$ cat config.mk
export PLATFORM = sky130hd
export DESIGN_NAME = d2q9_moments
export DESIGN_NICKNAME = d
export VERILOG_FILES = /design/src/d2q9_pkg.sv /design/src/d2q9_moments.sv
export SDC_FILE = /design/constraint.sdc
export NUM_CORES = 2
export LEC_CHECK = 0
export BUFFER_PORTS_ARGS = -buffer_cell sky130_fd_sc_hd__buf_2
export CAP_MARGIN = 10
export CORE_ASPECT_RATIO = 0.8
export CORE_MARGIN = 2
export CORE_UTILIZATION = 35
export DETAILED_ROUTE_END_ITERATION = 10
export HOLD_SLACK_MARGIN = 0.05
export PLACE_DENSITY = 0.49
export RECOVER_POWER = 50
export SLEW_MARGIN = 25
export SYNTH_ARGS = -nofsm -noshare
export SYNTH_HDL_FRONTEND = slang
export SYNTH_SLANG_ARGS = --single-unit
$ cat constraint.sdc
create_clock -name clk -period 12.6 [get_ports clk]
set_input_delay 0.63 -clock clk [delete_from_list [all_inputs] [get_ports clk]]
set_output_delay 0.63 -clock clk [all_outputs]
set_load 0.01 [all_outputs]
$ cat src/d2q9_pkg.sv
// Shared types, constants and helpers for the D2Q9 BGK collision node.
// No dependencies; used by d2q9_moments and d2q9_bgk_collision_node.
package d2q9_pkg;

  localparam int VALUE_BITS    = 24;
  localparam int FRACTION_BITS = 20;
  localparam int NUM_DIRS      = 9;

  typedef logic signed [VALUE_BITS-1:0] val_t;
  typedef val_t [NUM_DIRS-1:0] dist_t;

  // node kinds
  localparam logic [1:0] KIND_FLUID  = 2'd0;
  localparam logic [1:0] KIND_SOLID  = 2'd1;
  localparam logic [1:0] KIND_INLET  = 2'd2;
  localparam logic [1:0] KIND_OUTLET = 2'd3;

  // register indexes (byte address = 4 * index)
  localparam logic [1:0] REG_RELAX_RATE   = 2'd0;
  localparam logic [1:0] REG_INLET_SCALE  = 2'd1;
  localparam logic [1:0] REG_CHANNEL_SPAN = 2'd2;

  localparam logic [21:0] RELAX_RATE_RESET   = 22'd1048576;
  localparam logic [22:0] INLET_SCALE_RESET  = 23'd0;
  localparam logic [9:0]  CHANNEL_SPAN_RESET = 10'd255;

  localparam int DIR_X [NUM_DIRS] = '{0, 1, 0, -1, 0, 1, -1, -1, 1};
  localparam int DIR_Y [NUM_DIRS] = '{0, 0, 1, 0, -1, 1, 1, -1, -1};

  typedef struct packed {
    val_t       dist_rest;
    val_t       dist_east;
    val_t       dist_north;
    val_t       dist_west;
    val_t       dist_south;
    val_t       dist_northeast;
    val_t       dist_northwest;
    val_t       dist_southwest;
    val_t       dist_southeast;
    logic [1:0] node_kind;
    logic [9:0] row_index;
  } node_t;

  typedef struct packed {
    val_t post_rest;
    val_t post_east;
    val_t post_north;
    val_t post_west;
    val_t post_south;
    val_t post_northeast;
    val_t post_northwest;
    val_t post_southwest;
    val_t post_southeast;
    val_t pressure;
    val_t velocity_x;
    val_t velocity_y;
  } result_t;

  typedef struct packed {
    logic       valid;
    logic [1:0] kind;
    val_t       p;
    val_t       ux;
    val_t       uy;
  } moment_t;

  localparam logic signed [47:0] SAT_HI = 48'sd8388607;
  localparam logic signed [47:0] SAT_LO = -48'sd8388608;

  function automatic val_t sat24(input logic signed [47:0] v);
    val_t r;
    if (v > SAT_HI) begin
      r = 24'sh7fffff;
    end else if (v < SAT_LO) begin
      r = 24'sh800000;
    end else begin
      r = v[VALUE_BITS-1:0];
    end
    return r;
  endfunction

endpackage

$ cat src/d2q9_moments.sv
// Moment stages (two pipeline registers): direction sums, pressure divide
// by three, inlet profile, node-kind masking. Depends on d2q9_pkg.
module d2q9_moments import d2q9_pkg::*; (
  input  logic        clk,
  input  logic        rst,
  input  logic        adv,
  input  logic        in_valid,
  input  node_t       node,
  input  logic [22:0] inlet_scale,
  input  logic [9:0]  channel_span,
  output moment_t     mom,
  output dist_t       dirs
);

  // reciprocal of 6 at 2^34, exact for 31-bit dividends
  localparam logic [31:0] RECIP6 = 32'd2863311531;
  localparam logic signed [31:0] P_OFFSET = 32'sd805306368; // 6 * 2^27

  dist_t f_in;
  logic signed [27:0] sum_c, sx_c, sy_c;
  logic signed [31:0] pnum_c;
  logic signed [11:0] diff_c;
  logic signed [21:0] prof_c;

  logic               v1;
  dist_t              f1;
  logic [1:0]         kind1;
  logic [30:0]        pnum1;
  logic signed [27:0] sx1, sy1;
  logic signed [21:0] prof1;

  logic [62:0]        pq_c;
  logic signed [29:0] praw_c;
  logic signed [45:0] inlet_c;
  val_t               p_c, ux_c, uy_c;

  assign f_in[0] = node.dist_rest;
  assign f_in[1] = node.dist_east;
  assign f_in[2] = node.dist_north;
  assign f_in[3] = node.dist_west;
  assign f_in[4] = node.dist_south;
  assign f_in[5] = node.dist_northeast;
  assign f_in[6] = node.dist_northwest;
  assign f_in[7] = node.dist_southwest;
  assign f_in[8] = node.dist_southeast;

  always_comb begin
    sum_c = '0;
    sx_c  = '0;
    sy_c  = '0;
    for (int i = 0; i < NUM_DIRS; i++) begin
      sum_c = sum_c + 28'($signed(f_in[i]));
      if (DIR_X[i] == 1) begin
        sx_c = sx_c + 28'($signed(f_in[i]));
      end else if (DIR_X[i] == -1) begin
        sx_c = sx_c - 28'($signed(f_in[i]));
      end
      if (DIR_Y[i] == 1) begin
        sy_c = sy_c + 28'($signed(f_in[i]));
      end else if (DIR_Y[i] == -1) begin
        sy_c = sy_c - 28'($signed(f_in[i]));
      end
    end
    // nearest of sum/3 = floor((2*sum + 3) / 6), shifted positive
    pnum_c = 32'(sum_c) * 32'sd2 + 32'sd3 + P_OFFSET;
    diff_c = $signed({2'b00, channel_span}) - $signed({2'b00, node.row_index});
    prof_c = 22'($signed({1'b0, node.row_index})) * 22'(diff_c);
  end

  always_ff @(posedge clk) begin
    if (rst) begin
      v1 <= 1'b0;
    end else if (adv) begin
      v1 <= in_valid;
    end
    if (adv) begin
      f1    <= f_in;
      kind1 <= node.node_kind;
      pnum1 <= pnum_c[30:0];
      sx1   <= sx_c;
      sy1   <= sy_c;
      prof1 <= prof_c;
    end
  end

  always_comb begin
    pq_c    = 63'(pnum1) * 63'(RECIP6);
    praw_c  = $signed({1'b0, pq_c[62:34]}) - 30'sd134217728;
    inlet_c = 46'($signed({1'b0, inlet_scale})) * 46'(prof1);
    p_c  = sat24(48'(praw_c));
    ux_c = sat24(48'(sx1));
    uy_c = sat24(48'(sy1));
    case (kind1)
      KIND_SOLID: begin
        p_c  = '0;
        ux_c = '0;
        uy_c = '0;
      end
      KIND_INLET: begin
        ux_c = sat24(48'(inlet_c));
        uy_c = '0;
      end
      KIND_OUTLET: begin
        p_c = '0;
      end
      default: begin
      end
    endcase
  end

  always_ff @(posedge clk) begin
    if (rst) begin
      mom.valid <= 1'b0;
    end else if (adv) begin
      mom.valid <= v1;
    end
    if (adv) begin
      mom.kind <= kind1;
      mom.p    <= p_c;
      mom.ux   <= ux_c;
      mom.uy   <= uy_c;
      dirs     <= f1;
    end
  end

endmodule

# Word level (Yosys, flattened, before mapping)
# Index checks and enable logic that the tools add are counted.
# word_totals
reg_bits	619
out_inout_bits	291
word_cells	80
# op_classes
n_addsub	22
multipliers	3
n_lt_le_gt_ge	8
eq_ne	3
mux	9
reduce_logical	4
# op_table
operator	count
two-way mux 24 bit	6
adder 28 x 24 -> 28 bit	5
adder 25 x 24 -> 26 bit	3
multiplier 31 x 32 -> 63 bit, second input constant	1
> comparator 28 x 24 -> 1 bit, second input constant	2
less-than comparator 28 x 24 -> 1 bit, second input constant	2
subtractor 27 x 24 -> 28 bit	2
adder 26 x 24 -> 27 bit	2
subtractor 24 x 24 -> 25 bit	2
one-hot mux 24 bit (2 select lines)	1
> comparator 46 x 24 -> 1 bit, second input constant	1
less-than comparator 46 x 24 -> 1 bit, second input constant	1
multiplier 24 x 22 -> 46 bit	1
two-way mux 23 bit	2
adder 30 x 31 -> 31 bit, second input constant	1
adder 29 x 3 -> 30 bit, second input constant	1
> comparator 30 x 24 -> 1 bit, second input constant	1
less-than comparator 30 x 24 -> 1 bit, second input constant	1
subtractor 29 x 28 -> 30 bit, second input constant	1
adder 27 x 24 -> 28 bit	1
subtractor 28 x 24 -> 28 bit	1
subtractor 26 x 24 -> 27 bit	1
adder 24 x 24 -> 25 bit	1
multiplier 11 x 11 -> 22 bit	1
other kinds (5)	8

# Longest topological paths before layout
# logic_depth
word_depth	10
ltp_mapped	36
mapped_depth_nobuf	35

# Worst setup path before layout
# No wires, ideal clock.
# synth_timing
kind	reg-to-reg
start	register pnum1[27]
end	register mom[63] (netlist name) (data pin)
setup_time_ns	0.267
t_arrival_ns	8.728
required_ns	12.333
path_slack_ns	3.605
path_stages_with_launch	35
n_path_buf	2
path_cell_list	edfxtp_1 > ha_1 > inv_1 > fa_1 > fa_1 > inv_1 > fa_1 > inv_1 > fa_1 > inv_1 > fa_1 > inv_1 > fa_1 > inv_1 > ha_1 > ha_1 > clkbuf_1 > nand2_1 > o21ai_0 > a2111oi_0 > o211ai_1 > o311ai_1 > a21oi_1 > o21ai_0 > a21oi_1 > o21ai_0 > nand2b_1 > a21oi_1 > xnor2_1 > ha_1 > o221ai_1 > or4_1 > mux2i_4 > buf_6 > o31ai_1
# synth_between
elab_chain_len	5
# synth_lines
element	line_no	rtl
start, declared	d2q9_moments.sv:28	logic [30:0] pnum1;
start signal, assigned	d2q9_moments.sv:79	pnum1 <= pnum_c[30:0];
multiplier 31 x 32 -> 63 bit *	d2q9_moments.sv:87	pq_c = 63'(pnum1) * 63'(RECIP6);
subtractor 29 x 28 -> 30 bit *	d2q9_moments.sv:88	praw_c = $signed({1'b0, pq_c[62:34]}) - 30'sd134217728;
less-than comparator 30 x 24 -> 1 bit	d2q9_pkg.sv:74	end else if (v < SAT_LO) begin
two-way mux 24 bit	d2q9_pkg.sv:74	
two-way mux 23 bit *	d2q9_pkg.sv:72	if (v > SAT_HI) begin
end, declared	d2q9_moments.sv:11	output moment_t mom,
# Every way passes the cells marked *; elsewhere a longest branch is shown, timed or not.
# A chain may end at the register's enable or synchronous reset.

# Worst setup path after layout
# layout_timing
start	input adv
end	register dirs[193] (netlist name), enable pin
# layout_lines
element	line_no	rtl
start, declared	d2q9_moments.sv:6	input logic adv,
end signal, assigned	d2q9_moments.sv:122	dirs <= f1;
end, declared	d2q9_moments.sv:12	output dist_t dirs
# No word-level cell between the ends.

==> key figures <==
Run status
  – Status: finished with violations
  – Failing checks: capacitance limit, slew limit

Logic synthesis
  – Synth area leader: fa_1
  – Post-synth cell types: 72
  – Seq/Total Area, Yosys: 27.9%
  – Flops & latches, synth: 618
  – Top cell type's share of synthesized area: 33.0%
  – Synth Flop Type: edfxtp_1
  – Avg Synthesized Cell Area: 11.1 sq um
  – Synth top area cells: fa_1 33%, edfxtp_1 28%, ha_1 12%, inv_1 8.0%, nand2_1 2.7%
  – Mapped Cells: 6,000
  – EDFF count, synth: 616
  – Syn nets: 8,002
  – FFs w/ async S/R, synth: 0%
  – Mapped Area: 66,500 sq um
  – Synthesis Warnings: 0

CTS
  – H-tree Lvls: 3
  – Post-CTS Resized: 0
  – CTS Buf Count: 73
  – Setup Buffers After CTS: 0
  – Hold Buf Count CTS: 0
  – CTS tree: done
  – Clock Root Buffer: clkbuf_16
  – CTS sink cnt: 618
  – Clock-pin transition on the worst setup and hold timing paths: 60 ps
  – Worst-Skew Late Latency: 700 ps
  – Clk buf depth: 3

Drt
  – Post-DRT Antenna Nets: 0
  – Vias per cell: 4.75
  – Total Routed Length: 189 mm
  – Routed via count: 43,188
  – DR iter-0 viols: 2,550
  – WL/cell: 20.8 um
  – DRT Pass-1 Iters: 5
  – Residual DRC: 0

Timing
  – Setup ws final: 1780 ps
  – Crit path time final: 10,820 ps
  – Fin. Hold Viols: 0
  – Fmax: 0.0924 GHz
  – Pins Over Slew Limit: 300
  – Measured slew at the worst slew-check pin: 7830 ps
  – Final setup TNS: 0 ps
  – Period utilisation layout: 85.9%
  – Skew final: 39.4 ps
  – Final setup fails: 0
  – RSZ-0062 raised after global routing: no
  – Slew margin rel.: -422%

Critical path
  – Depth of the worst register-to-register path: 32
  – Cells along the critical path: clkbuf_1 > clkbuf_1 > buf_12
  – Slowest Stage Delay on Critical Path: 5710 ps
  – CP Max Fanout: 184
  – Delay-heaviest family, CP: buffers and inverters
  – R2R Setup Slk: 1940 ps
  – CP dominant cell by count: clkbuf_1
  – Crit. End Element: flip-flop
  – CP max-delay cell: clkbuf_1
  – Crit. path cell count: 3
  – Crit path kind: in -> reg
  – Buf/Inv on CP: 3
  – Reg2reg end: mom[48]$_SDFFCE_PP0P_
  – Worst path required time: 12,890 ps
  – Crit path DAT: 11,110 ps
  – CP startpoint kind: primary input
  – Worst r2r src: pnum1[27]$_DFFE_PP_

Global route
  – First-pass GRT wire length: 288 mm
  – Initial antenna violation count: 17
  – GR Overflow Total: 0
  – Vias in the first global route: 45,330
  – Total track usage: 19.7%
  – Largest net degree at the start of global routing: 185

Min path
  – Hold path start: rst
  – Hold depth: 2
  – Hold WC Path Type: in -> reg
  – Hold EP: mom[74]$_SDFFE_PP0P_

Place
  – # port buffers: 555
  – Post-DP HPWL: 160 mm
  – Post-DP Area: 72,100 sq um
  – Routability cong.: 0.880
  – Place WS: 1710 ps

Job
  – Max_cap viols: 3

Final layout
  – Post-route cell area: 74,200 sq um
  – Layout cells sized above 1: 7.28%
  – Final-layout fill cell count: 18,782
  – Reg area: 18,500 sq um
  – Multi-input gate area: 42,000 sq um
  – Layout area overhead: 11.6%
  – Post-Route Utilization: 39.2%
  – Final Net Count: 8,487

Die
  – Die width: 491 um
  – Initial Util: 35.1%
  – I/O pin total: 556
  – Core area: 189,000 sq um
  – Die area: 193,000 sq um
  – Row cnt: 143
  – Die Y: 394 um
cells in the mapped netlist, drive strengths merged, types with 21 or more instances:
master / n
a21o: 76
a21oi: 161
a31oi: 21
and2: 273
clkbuf: 169
edfxtp: 616
fa: 1096
ha: 641
inv: 1414
nand2: 481
nand2b: 37
nand3: 98
nand4: 35
nor2: 119
nor2b: 29
nor3: 42
o21a: 47
o21ai: 148
o21bai: 30
o221ai: 27
o311ai: 23
xnor2: 117
xor2: 57
metal layers:
| layer | GRT usage, % | up-vias | part of all wire (%) |
|---|---|---|---|
| li1 | - | 20093 | - |
| met4 | 3.90 | 16 | 1.9 |
| met2 | 30.5 | 956 | 45 |
| met1 | 28.9 | 21962 | 48 |
| met3 | 3.34 | 161 | 5.2 |
| met5 | 0 | - | 0.052 |
worst max-delay path by stage:
stage,startpoint,end,slack [ps]
CTS,pnum1[27]$_DFFE_PP_,mom[48]$_SDFFCE_PP0P_,1710
global placement,pnum1[27]$_DFFE_PP_,mom[49]$_SDFFCE_PP0P_,1920
finish,adv,dirs[193]$_DFFE_PP_,1780
global route,adv,dirs[193]$_DFFE_PP_,610
floorplan,pnum1[27]$_DFFE_PP_,mom[63]$_SDFFCE_PP0P_,3610
detailed placement,pnum1[27]$_DFFE_PP_,mom[48]$_SDFFCE_PP0P_,1710
registers in the layout, indices dropped and copies added (netlist names):
name	flops
dirs	216
sy1	28
prof1	22
mom	75
f1	216
sx1	28
v1	1
pnum1	30
kind1	2
cell usage in the layout (no fill, tap or decap), drive strengths merged, types with 117 or more instances in the layout:
cell and count:
inv 1422, clkbuf 333, buf 331, nand2 481
fa 1096, nor2 119, and2 273, o21ai 148
a21oi 161, ha 641, xnor2 117, edfxtp 616
per-stage QoR:
| stage | std cells | hold slack [ps] |
|---|---|---|
| final | 9084 | 113 |
| after global routing | 9080 | 90.4 |
| after CTS | 9078 | 55.5 |
| after detailed placement | 8946 | 405 |
| after global placement | 8945 | 400 |
| after floorplan | 6000 | 400 |
layout make-up:
cell class / instances / area share [%]
timing repair buffer: 583 / 3.65
antenna: 5 / 0.0169
multi-input combinational: 3795 / 56.6
inverter: 1414 / 7.15
clock buffer: 81 / 2.50
clock inverter: 51 / 0.759
sequential: 618 / 25.0
tap: 2537 / 4.28
kinds of logic after synthesis:
family                     count (synthesis)  synth area share (%)
AOI/OAI and AO/OA                        659                  6.52
xor gates and xnor gates                 174                  2.29
DFF                                      618                  27.9
buffers and inverters                   1587                  8.99
adders and majority gates               1737                  45.1
muxes                                     14                 0.232
and+or+nand+nor                         1211                  9.00
Power is left out: the tool's default activity adds up to more than one toggle a clock period on the data nets, which glitch-free logic cannot reach.
